<file path="src/sv/alc_pkg.sv">
package alc_pkg;

    localparam int SAMPLE_BITS = 24;
    localparam int WEIGHT_BITS = 16;
    localparam int TIME_BITS   = 64;
    localparam int IDX_BITS    = 12;
    localparam int PERIOD_BITS = 30;
    localparam int OFF_BITS    = IDX_BITS + PERIOD_BITS;
    localparam int W_BITS      = WEIGHT_BITS + 1;
    localparam int Q_BITS      = WEIGHT_BITS + 1;
    localparam int REM_BITS    = TIME_BITS - 1;
    localparam int PROD_BITS   = SAMPLE_BITS + W_BITS + 1;
    localparam int CFG_IDX_BITS = 2;

    localparam logic [TIME_BITS-1:0] TIME_MAX = {1'b0, {(TIME_BITS-1){1'b1}}};
    localparam logic [W_BITS-1:0] W_ONE = W_BITS'(1) << WEIGHT_BITS;
    localparam logic signed [PROD_BITS-1:0] MIX_HALF = PROD_BITS'(1) << (WEIGHT_BITS - 1);
    localparam logic [PERIOD_BITS-1:0] PERIOD_RESET = PERIOD_BITS'(14700);

    localparam logic [CFG_IDX_BITS-1:0] CFG_START  = CFG_IDX_BITS'(0);
    localparam logic [CFG_IDX_BITS-1:0] CFG_LENGTH = CFG_IDX_BITS'(1);
    localparam logic [CFG_IDX_BITS-1:0] CFG_PERIOD = CFG_IDX_BITS'(2);

    typedef logic signed [SAMPLE_BITS-1:0] t_sample;
    typedef logic [W_BITS-1:0] t_weight;

    typedef enum logic [1:0] {
        W_ZERO = 2'd0,
        W_FULL = 2'd1,
        W_DIV  = 2'd2
    } t_wsel;

    typedef struct packed {
        t_wsel                 sel;
        logic [REM_BITS-1:0]   elapsed;
        t_sample               from_s;
        t_sample               to_s;
    } t_tm_item;

    typedef struct packed {
        t_weight w;
        t_weight wc;
        t_sample from_s;
        t_sample to_s;
    } t_dv_item;

endpackage

</file>
<file path="src/sv/alc_mix.sv">
module alc_mix import alc_pkg::*; (
    input  logic     i_clk,
    input  logic     i_rst_n,
    input  logic     i_valid,
    output logic     o_ready,
    input  t_dv_item i_item,
    output logic     o_valid,
    input  logic     i_ready,
    output t_sample  o_mixed_sample,
    output t_weight  o_weight_used
);

    logic                        r_m_v, r_o_v;
    logic signed [PROD_BITS-1:0] r_m_pf, r_m_pt;
    t_weight                     r_m_w, r_o_w;
    t_sample                     r_o_mixed;

    logic m_adv, o_adv;
    logic signed [PROD_BITS-1:0] o_sum;

    assign o_adv   = !r_o_v || i_ready;
    assign m_adv   = !r_m_v || o_adv;
    assign o_ready = m_adv;

    // rounding: add half, arithmetic shift gives floor, so ties go up
    assign o_sum = r_m_pf + r_m_pt + MIX_HALF;

    always_ff @(posedge i_clk) begin
        if (!i_rst_n) begin
            r_m_v <= 1'b0;
            r_o_v <= 1'b0;
        end else begin
            if (m_adv) r_m_v <= i_valid;
            if (o_adv) r_o_v <= r_m_v;
        end
    end

    always_ff @(posedge i_clk) begin
        if (m_adv) begin
            r_m_pf <= i_item.from_s * $signed({1'b0, i_item.wc});
            r_m_pt <= i_item.to_s * $signed({1'b0, i_item.w});
            r_m_w  <= i_item.w;
        end
        if (o_adv) begin
            r_o_mixed <= o_sum[WEIGHT_BITS+SAMPLE_BITS-1:WEIGHT_BITS];
            r_o_w     <= r_m_w;
        end
    end

    assign o_valid        = r_o_v;
    assign o_mixed_sample = r_o_mixed;
    assign o_weight_used  = r_o_w;

endmodule

</file>
<file path="config.mk">
export PLATFORM = sky130hd
export DESIGN_NAME = alc_mix
export DESIGN_NICKNAME = d
export VERILOG_FILES = /design/src/sv/alc_pkg.sv /design/src/sv/alc_mix.sv
export SDC_FILE = /design/constraint.sdc
export NUM_CORES = 2
export LEC_CHECK = 0
export BUFFER_PORTS_ARGS = -buffer_cell sky130_fd_sc_hd__buf_2
export CORE_MARGIN = 2
export CORE_UTILIZATION = 60
export DETAILED_ROUTE_END_ITERATION = 16
export GPL_TIMING_DRIVEN = 0
export PLACE_DENSITY = 0.87
export RECOVER_POWER = 25
export SETUP_SLACK_MARGIN = 0.05
export SKIP_CTS_REPAIR_TIMING = 1
export SLEW_MARGIN = 20
export SYNTH_ARGS = -nofsm -noshare
export SYNTH_HDL_FRONTEND = slang
export SYNTH_SLANG_ARGS = --single-unit
</file>
<file path="constraint.sdc">
create_clock -name i_clk -period 7.31 [get_ports i_clk]
set_clock_uncertainty 0.1 [all_clocks]
set_input_delay 0.731 -clock i_clk [delete_from_list [all_inputs] [get_ports i_clk]]
set_output_delay 0.731 -clock i_clk [all_outputs]
set_load 0.05 [all_outputs]
</file>
==> impl_metrics.yaml <==
grt:
  grt_pass1_wl_mm: 143
  grt_overflow: 0
  grt_use_total: 0.311
  grt_max_degree: 55
  antenna_found_initial: 2
  grt_pass1_vias: 27900
synth:
  syn_area_mm2: 0.0349
  avgSynthCellArea_um2: 9.57
  ys_top_cells_by_area: "fa_1, edfxtp_1, inv_1"
  yosysTopAreaCell: "fa_1"
  synth-seq-cells: 140
  synth_top_area_share: 0.446
  yosysSeqAreaShare: 0.120
  synth-edff-count: 138
  synth_flop_cell: "edfxtp_1"
  synthCells: 3652
  syn-num-nets: 4785
  async_reset_ff_frac: 0
  yosys_warnings: 0
  synth_cell_type_count: 66
clock_network:
  clkSlewWorstSetupHoldPaths_ps: 70
  htree_levels: 4
  numCtsBuffers: 17
  cts_root_buf: "clkbuf_16"
  clock_path_buffers: 2
  cts_tree: "yes"
  numClockSinks: 140
  insertion_delay_ps: 470
timing:
  worst_slack_ps: 178
  final_max_slew_viol_count: 27
  final.setup.tns_ps: 0
  worst_slew_pin_slew_ps: 1920
  maxSlewHeadroom: -0.281
  finalHoldViolCount: 0
  finalSetupViolations: 0
  fmax_ghz: 0.140
  rsz0062_at_grt: "yes"
  hold_ws_ps: 322
  period_needed_ps: 7130
  timing.final.crit_share: 0.976
route:
  routed_via_density: 5.67
  drc_errors: 0
  finalWirelength_mm: 87.9
  drt-wirelength-per-cell_um: 19.2
  drtPass1Iterations: 8
  drtIter0Drc: 2178
  antenna_left: 0
  vias: 26000
die:
  rows: 88
  io_pins: 129
  die-area_mm2: 0.0602
  die_w_um: 245
  die_y_um: 245
  initial_utilization: 0.607
  fp.coreArea_mm2: 0.0576
place:
  pre_cts_slack_ps: -326
  io_buffers: 128
  place_congestion: 0.989
  dp_hpwl_mm: 72.5
layout:
  drive_gt1_frac: 0.0564
  syn_to_final_growth_pct: 6.61
  nFillCells: 4384
  nets: 4931
setup_path:
  cp-end-kind: "register"
  worstSetupPathType: "in2reg"
  crit_required_ps: 7410
  arrival_ps: 7230
  crit_fanout: 10
  critPathLaunchType: "primary input"
status:
  status: "finished, violations left"
  violations: "capacitance limit, slew limit"
run:
  cap_violations: 1
hold_path:
  hp-class: "reg2reg"
==> final cells by class <==
cell class / instances / area (um^2) / share of cell area
multi-input combinational: 2429 / 26700 / 0.717
antenna: 3 / 7.51 / 0.000202
buffer: 115 / 482 / 0.0129
tap: 765 / 957 / 0.0257
timing repair buffer: 130 / 667 / 0.0179
clock inverter: 15 / 189 / 0.00507
sequential: 140 / 4180 / 0.112
inverter: 965 / 3620 / 0.0972
clock buffer: 17 / 425 / 0.0114
==> placed cells by master, fill, tap and decap left out, types with 4 or more instances in the layout <==
cell / count
nand3_1: 22
o31ai_1: 4
clkinv_8: 6
xor2_1: 31
fa_1: 777
buf_2: 124
nand2_1: 474
inv_1: 965
a221oi_1: 4
nand2b_1: 9
o211ai_1: 14
nor3_1: 16
clkbuf_2: 40
a31oi_1: 6
and4_1: 4
and2_1: 383
o21ai_0: 40
or3_1: 5
a21oi_1: 63
o21bai_1: 7
and3_1: 12
o21a_1: 12
a211o_1: 9
xnor2_1: 79
a21o_1: 31
edfxtp_1: 138
nand4_1: 10
nor2_1: 50
clkbuf_16: 17
inv_6: 5
clkbuf_1: 80
ha_1: 269
or2_2: 4
or4_1: 4
nor2b_1: 10
a211oi_1: 20
==> logic make-up after synthesis <==
| kind of cell | after synthesis | share of synthesized area |
|---|---|---|
| DFF | 140 | 0.120 |
| AOI/OAI and AO/OA | 257 | 0.0505 |
| and+or+nand+nor | 1014 | 0.144 |
| muxes | 1 | 0.000286 |
| xor gates and xnor gates | 110 | 0.0276 |
| adders and majority gates | 1047 | 0.542 |
| buffers and inverters | 1083 | 0.116 |
==> metal layers <==
metal / global-route usage / vias up / part of all wire
met4: 0.176 / 2 / 0.066
li1: - / 11100 / -
met2: 0.500 / 1357 / 0.48
met1: 0.391 / 13100 / 0.36
met5: 0 / - / 0.00014
met3: 0.0681 / 393 / 0.095
==> flip-flops by register name, indices dropped and copies added, names as in the netlist <==
name / cells
r_m_pf: 40
r_m_pt: 40
o_mixed_sample: 24
o_weight_used: 17
r_m_w: 17
o_valid: 1
r_m_v: 1
==> path summary, 6_finish.rpt <==
path | startpoint | cells after the start | endpoint | slack, ps
hold / removal | r_m_w[3]$_DFFE_PP_ | 0 | o_weight_used[3]$_DFFE_PP_ | 320
setup / recovery | i_item[8] | 21 | r_m_pt[35]$_DFFE_PP_ | 180
hold reg to reg | r_m_w[3]$_DFFE_PP_ | 0 | o_weight_used[3]$_DFFE_PP_ | 320
setup reg to reg | r_m_pf[5]$_DFFE_PP_ | 10 | o_mixed_sample[22]$_DFFE_PP_ | 3610
==> worst max-delay path, stage by stage <==
cell and delay, ps:
buf_2 190, clkbuf_1 530, nand2_1 220, fa_1 590, inv_1 60, fa_1 570, fa_1 450, fa_1 530
fa_1 520, inv_1 50, fa_1 470, inv_1 40, ha_1 350, a21oi_1 340, o21ai_0 220, a221oi_1 370
nand2b_1 180, o2111a_1 250, o31a_1 270, o21bai_1 120, xor2_1 160
==> cells in the mapped netlist, types with 3 or more instances <==
library cell / instances
clkbuf_1: 118
o211ai_1: 14
nand2b_1: 9
nand2_1: 475
nand4_1: 10
or2_2: 4
nor3_1: 16
nor2b_1: 10
o21bai_1: 7
and4_1: 4
nand3_1: 22
a2111oi_0: 4
fa_1: 778
and2_1: 385
nor2_1: 50
o21ai_1: 3
or4_1: 4
ha_1: 269
o31ai_1: 4
o311ai_0: 3
a221oi_1: 4
a211oi_1: 20
xor2_1: 31
a211o_1: 9
o21a_1: 12
or3_1: 5
o211a_1: 3
xnor2_1: 79
o31a_1: 3
edfxtp_1: 138
and3_1: 12
o21ai_0: 40
inv_1: 965
a31oi_1: 7
a21oi_1: 63
a21o_1: 31
==> metrics by stage <==
stage / util / instances / instance area (um^2)
floorplan: - / 3652 / 34900
global route: 0.647 / 4576 / 37200
finish: 0.647 / 4579 / 37300
CTS: 0.646 / 4579 / 37200
detailed placement: 0.636 / 4547 / 36600
global placement: 0.635 / 4545 / 36500
Power is left out: the tool's default activity adds up to more than one toggle a clock period on the data nets, which glitch-free logic cannot reach.
