==> src/sv/alc_pkg.sv <==
package alc_pkg;

    localparam int SAMPLE_BITS = 24;
    localparam int WEIGHT_BITS = 16;
    localparam int TIME_BITS   = 64;
    localparam int IDX_BITS    = 12;
    localparam int PERIOD_BITS = 30;
    localparam int OFF_BITS    = IDX_BITS + PERIOD_BITS;
    localparam int W_BITS      = WEIGHT_BITS + 1;
    localparam int Q_BITS      = WEIGHT_BITS + 1;
    localparam int REM_BITS    = TIME_BITS - 1;
    localparam int PROD_BITS   = SAMPLE_BITS + W_BITS + 1;
    localparam int CFG_IDX_BITS = 2;

    localparam logic [TIME_BITS-1:0] TIME_MAX = {1'b0, {(TIME_BITS-1){1'b1}}};
    localparam logic [W_BITS-1:0] W_ONE = W_BITS'(1) << WEIGHT_BITS;
    localparam logic signed [PROD_BITS-1:0] MIX_HALF = PROD_BITS'(1) << (WEIGHT_BITS - 1);
    localparam logic [PERIOD_BITS-1:0] PERIOD_RESET = PERIOD_BITS'(14700);

    localparam logic [CFG_IDX_BITS-1:0] CFG_START  = CFG_IDX_BITS'(0);
    localparam logic [CFG_IDX_BITS-1:0] CFG_LENGTH = CFG_IDX_BITS'(1);
    localparam logic [CFG_IDX_BITS-1:0] CFG_PERIOD = CFG_IDX_BITS'(2);

    typedef logic signed [SAMPLE_BITS-1:0] t_sample;
    typedef logic [W_BITS-1:0] t_weight;

    typedef enum logic [1:0] {
        W_ZERO = 2'd0,
        W_FULL = 2'd1,
        W_DIV  = 2'd2
    } t_wsel;

    typedef struct packed {
        t_wsel                 sel;
        logic [REM_BITS-1:0]   elapsed;
        t_sample               from_s;
        t_sample               to_s;
    } t_tm_item;

    typedef struct packed {
        t_weight w;
        t_weight wc;
        t_sample from_s;
        t_sample to_s;
    } t_dv_item;

endpackage

==> src/sv/alc_time.sv <==
module alc_time import alc_pkg::*; (
    input  logic                   i_clk,
    input  logic                   i_rst_n,
    input  logic [TIME_BITS-1:0]   i_start_time,
    input  logic [TIME_BITS-1:0]   i_fade_length,
    input  logic [PERIOD_BITS-1:0] i_frame_period,
    input  logic                   i_valid,
    output logic                   o_ready,
    input  logic [TIME_BITS-1:0]   i_window_start,
    input  logic [IDX_BITS-1:0]    i_frame_index,
    input  t_sample                i_sample_from,
    input  t_sample                i_sample_to,
    input  logic                   i_from_present,
    input  logic                   i_to_present,
    output logic                   o_valid,
    input  logic                   i_ready,
    output t_tm_item               o_item
);

    logic                 r_a_v, r_b_v, r_c_v, r_d_v;
    logic [TIME_BITS-1:0] r_a_ws;
    logic [OFF_BITS-1:0]  r_a_off;
    t_sample              r_a_from, r_a_to, r_b_from, r_b_to, r_c_from, r_c_to;
    logic [TIME_BITS-1:0] r_b_t, n_b_t;
    logic [TIME_BITS:0]   r_c_diff;
    t_tm_item             r_d_item, n_d_item;

    logic a_adv, b_adv, c_adv, d_adv;
    logic [TIME_BITS:0] b_sum;
    logic d_neg, d_fade_pos;
    logic [TIME_BITS-1:0] d_elapsed;

    assign d_adv   = !r_d_v || i_ready;
    assign c_adv   = !r_c_v || d_adv;
    assign b_adv   = !r_b_v || c_adv;
    assign a_adv   = !r_a_v || b_adv;
    assign o_ready = a_adv;

    always_comb begin
        b_sum = {r_a_ws[TIME_BITS-1], r_a_ws} + (TIME_BITS+1)'(r_a_off);
        if (!b_sum[TIME_BITS] && b_sum[TIME_BITS-1]) begin
            n_b_t = TIME_MAX;
        end else begin
            n_b_t = b_sum[TIME_BITS-1:0];
        end
    end

    always_comb begin
        d_neg      = r_c_diff[TIME_BITS];
        d_elapsed  = r_c_diff[TIME_BITS-1:0];
        d_fade_pos = !i_fade_length[TIME_BITS-1] && (|i_fade_length);
        n_d_item.elapsed = d_elapsed[REM_BITS-1:0];
        n_d_item.from_s  = r_c_from;
        n_d_item.to_s    = r_c_to;
        if (d_neg) begin
            n_d_item.sel = W_ZERO;
        end else if (!d_fade_pos) begin
            n_d_item.sel = W_FULL;
        end else if (d_elapsed >= i_fade_length) begin
            n_d_item.sel = W_FULL;
        end else begin
            n_d_item.sel = W_DIV;
        end
    end

    always_ff @(posedge i_clk) begin
        if (!i_rst_n) begin
            r_a_v <= 1'b0;
            r_b_v <= 1'b0;
            r_c_v <= 1'b0;
            r_d_v <= 1'b0;
        end else begin
            if (a_adv) r_a_v <= i_valid;
            if (b_adv) r_b_v <= r_a_v;
            if (c_adv) r_c_v <= r_b_v;
            if (d_adv) r_d_v <= r_c_v;
        end
    end

    always_ff @(posedge i_clk) begin
        if (a_adv) begin
            r_a_ws   <= i_window_start;
            r_a_off  <= OFF_BITS'(i_frame_index) * OFF_BITS'(i_frame_period);
            r_a_from <= i_from_present ? i_sample_from : '0;
            r_a_to   <= i_to_present ? i_sample_to : '0;
        end
        if (b_adv) begin
            r_b_t    <= n_b_t;
            r_b_from <= r_a_from;
            r_b_to   <= r_a_to;
        end
        if (c_adv) begin
            r_c_diff <= {r_b_t[TIME_BITS-1], r_b_t}
                      - {i_start_time[TIME_BITS-1], i_start_time};
            r_c_from <= r_b_from;
            r_c_to   <= r_b_to;
        end
        if (d_adv) begin
            r_d_item <= n_d_item;
        end
    end

    assign o_valid = r_d_v;
    assign o_item  = r_d_item;

endmodule

==> config.mk <==
export PLATFORM = sky130hd
export DESIGN_NAME = alc_time
export DESIGN_NICKNAME = d
export VERILOG_FILES = /design/src/sv/alc_pkg.sv /design/src/sv/alc_time.sv
export SDC_FILE = /design/constraint.sdc
export NUM_CORES = 2
export LEC_CHECK = 0
export ABC_AREA = 1
export BUFFER_PORTS_ARGS = -buffer_cell sky130_fd_sc_hd__buf_2
export CORE_MARGIN = 2
export CORE_UTILIZATION = 32
export CTS_BUF_LIST = sky130_fd_sc_hd__clkbuf_2 sky130_fd_sc_hd__clkbuf_4 sky130_fd_sc_hd__clkbuf_8
export DETAILED_ROUTE_END_ITERATION = 16
export PLACE_DENSITY = 0.48
export SYNTH_ARGS = -nofsm -noshare
export SYNTH_HDL_FRONTEND = slang
export SYNTH_SLANG_ARGS = --single-unit
==> constraint.sdc <==
create_clock -name i_clk -period 34 [get_ports i_clk]
set_clock_uncertainty 0.2 [all_clocks]
set_input_delay 8.5 -clock i_clk [delete_from_list [all_inputs] [get_ports i_clk]]
set_output_delay 8.5 -clock i_clk [all_outputs]
set_load 0.02 [all_outputs]
==> results.toml <==
[cts]
holdBufCountCts = 0
clockRootBuffer = "clkbuf_8"
cts.clk_slew.worst_paths_ps = 60
cts.sinks = 496
cts_tree = "yes"
ctsResizeCount = 0
ctsHtreeMaxLevel = 3
numCtsBuffers = 83
cts_buffer_depth = 3
cts_setup_buffers = 0
insertion_delay_ps = 710

[yosys]
synth-compound-area-share_pct = 5.32
ys_warn_count = 0
synthesis.area_sq_mm = 0.0394
synth.avg_cell_area_sq_um = 8.41
synthAdderAreaFrac_pct = 22.3
syn_nets = 5502
synthCells = 4682
synth.distinct_cells = 47
synth_top_family_by_area = "adder cells"
ys_ff_latch = 496
synthTopCellsByArea = "edfxtp_1 38%, fa_1 14%, nand2_1 12%"
synth_top_area_cell = "edfxtp_1"
synth.mux.area_fraction_pct = 0
synth-seq-area-share_pct = 37.7
synthXorXnorAreaFrac_pct = 2.20
yosysTopAreaCellShare_pct = 37.5
synthSimpleGateAreaFrac_pct = 21.3

[drt]
dr_total_vias = 30600
first_pass_iters = 7
wl_um = 120000
first_iter_violations = 1665
wl_per_cell_um = 17.6
avgViaCountPerCell = 4.51
ant_nets = 0
drc_errors = 0

[sta]
slew_headroom_pct = 36.5
fin_ws_ps = 14750
fin_crit_ps = 19250
fmax_ghz = 0.0519
hold_viol = 0
holdWs_ps = 197
min_period_over_period_pct = 56.6
tightest_slew_ps = 952
setup-violations-final = 0
fin_tns_setup_ps = 0
maxSlewViolCount = 0
rsz0062_at_grt = "no"

[critical_path]
rr_endpoint = "r_a_ws[24]$_DFFE_PP_"
crit_type = "in -> out"
crit_path_max_incr_delay_ps = 500
reg2reg_slack_ps = 29540
crit_path_frequent_cell = "nor2_1"
worstPathArrival_ps = 10550
cp.depth = 8
worstPathMaxFanout = 51
reg2reg_from = "o_valid$_SDFFE_PN0P_"
critPathLaunch = "i_ready"
worst_setup_path_start_kind = "input port"
worstPathCellList = "buf_2 > nor2_1 > inv_4 > nor2_1 > inv_4 > nor2_1 > nand2_4 > buf_2"
crit_path_end = "o_ready"
r2r_cells = 9
crit_family = "buffers and inverters"
slowest_stage = "inv_4"
worst_ep_required_time_ps = 25300
path_buf_inv = 4
end_kind = "output port"

[global_route]
grt_pass1_vias = 31700
track_usage_pct = 19.0
grt_max_degree = 73
overflow = 0
grt_pass1_wl_um = 182000
antenna_found_initial = 15

[power_and_ir_drop]
irDropWorstVdd_v = 0.0000615
finalPower_mw = 3.86
leakage_nw = 22.9
p_per_area_mw_per_mm2 = 86.3

[finish]
area_delta_synth_final_pct = 13.5
layout_commonest_cell = "nand2_1"
final_cell_mix = "1295 x nand2_1, 1058 x inv_1, 492 x edfxtp_1, 402 x buf_2, 345 x nor2_1"
nets = 5918
postLayoutCellArea_sq_mm = 0.0447
fill_cells = 13000
fin_cells = 6793
post-route-util_pct = 36.6
drive_above_1_share_pct = 13.0

[worst_hold_path]
hold_class = "reg -> reg"

[place]
placed_area_sq_mm = 0.0431
portBuffers = 402
detailedPlace.worstSlack_ps = 14670
place_congestion = 0.980
dp_hpwl_um = 101000
post-place-cells = 6638

[floorplan]
dieArea_sq_mm = 0.126
ios = 403
die_w_um = 355
coreArea_sq_mm = 0.122
initial_core_util_pct = 32.3
dieHeight_um = 355
rows = 128

[job]
maxCapViolCount = 0

[run_status]
status = "complete, no violations"
final cells by class:
class                   instances  area (sq um)  area share, %
flip-flops and latches        496         14900           33.2
inverters                    1078          4050           9.07
clock buffers                 102          1280           2.87
multi-input cells            3032         20100           45.0
clock inverters                47           300          0.672
diodes                          6          15.0         0.0336
well taps                    1625          2030           4.55
repair buffers                407          2050           4.58
report_power, final:
part           total [mW]  leakage [nW]  switching, mW  internal [mW]
Sequential          0.989          5.41         0.0700          0.919
Clock               0.512         0.831          0.255          0.256
Combinational        2.36          16.6           1.56          0.797
Total                3.86          22.9           1.89           1.97
flip-flops by register name, indices dropped and copies added, names as in the netlist, 24 cells and up:
register	flops
o_item	113
r_a_from	24
r_a_off	42
r_a_to	24
r_a_ws	64
r_b_from	24
r_b_t	64
r_b_to	24
r_c_diff	65
r_c_from	24
r_c_to	24
cell families after synthesis:
logic type / Yosys count
simple gates: 2015
fa+ha+maj: 532
compound gates: 386
flops: 496
xor+xnor: 99
buf+inv: 1154
worst min path at each step:
stage          slack, ps  cells after the start                      to                       start
6_report             200                      0    o_item[27]$_DFFE_PP_       r_c_from[3]$_DFFE_PP_
5_1_grt              210                      0    r_b_to[21]$_DFFE_PP_    r_a_to[21]$_SDFFCE_PN0P_
4_1_cts              200                      0    o_item[27]$_DFFE_PP_       r_c_from[3]$_DFFE_PP_
3_5_place_dp         200                      0    o_item[12]$_DFFE_PP_        r_c_to[12]$_DFFE_PP_
3_3_place_gp         200                      0  r_b_from[13]$_DFFE_PP_  r_a_from[13]$_SDFFCE_PN0P_
2_1_floorplan        200                      0     o_item[0]$_DFFE_PP_         r_c_to[0]$_DFFE_PP_
Yosys cell counts (all sizes together):
master / number
nor3b: 2
a21o: 14
a22oi: 1
o311ai: 1
nand2: 1383
a31oi: 3
dfxtp: 4
nor3: 50
edfxtp: 492
and3: 1
fa: 282
nand3b: 5
nand3: 154
nor4: 13
o31ai: 1
o21a: 9
and2: 3
xnor2: 42
o2111ai: 1
a21oi: 223
clkbuf: 70
or2: 3
clkinv: 2
o21ai: 103
xor2: 57
buf: 6
o22ai: 1
ha: 250
o21bai: 22
a211oi: 1
nand4: 42
a21boi: 3
inv: 1076
o211ai: 3
nor2: 359
routing by layer:
| metal | wire, um | track usage [%] |
|---|---|---|
| met1 | 50800 | 23.3 |
| met2 | 60000 | 34.1 |
| met3 | 4900 | 2.32 |
| met4 | 4050 | 6.91 |
| met5 | 15 | 0 |
Note: power is estimated with default switching activity, not from simulation.
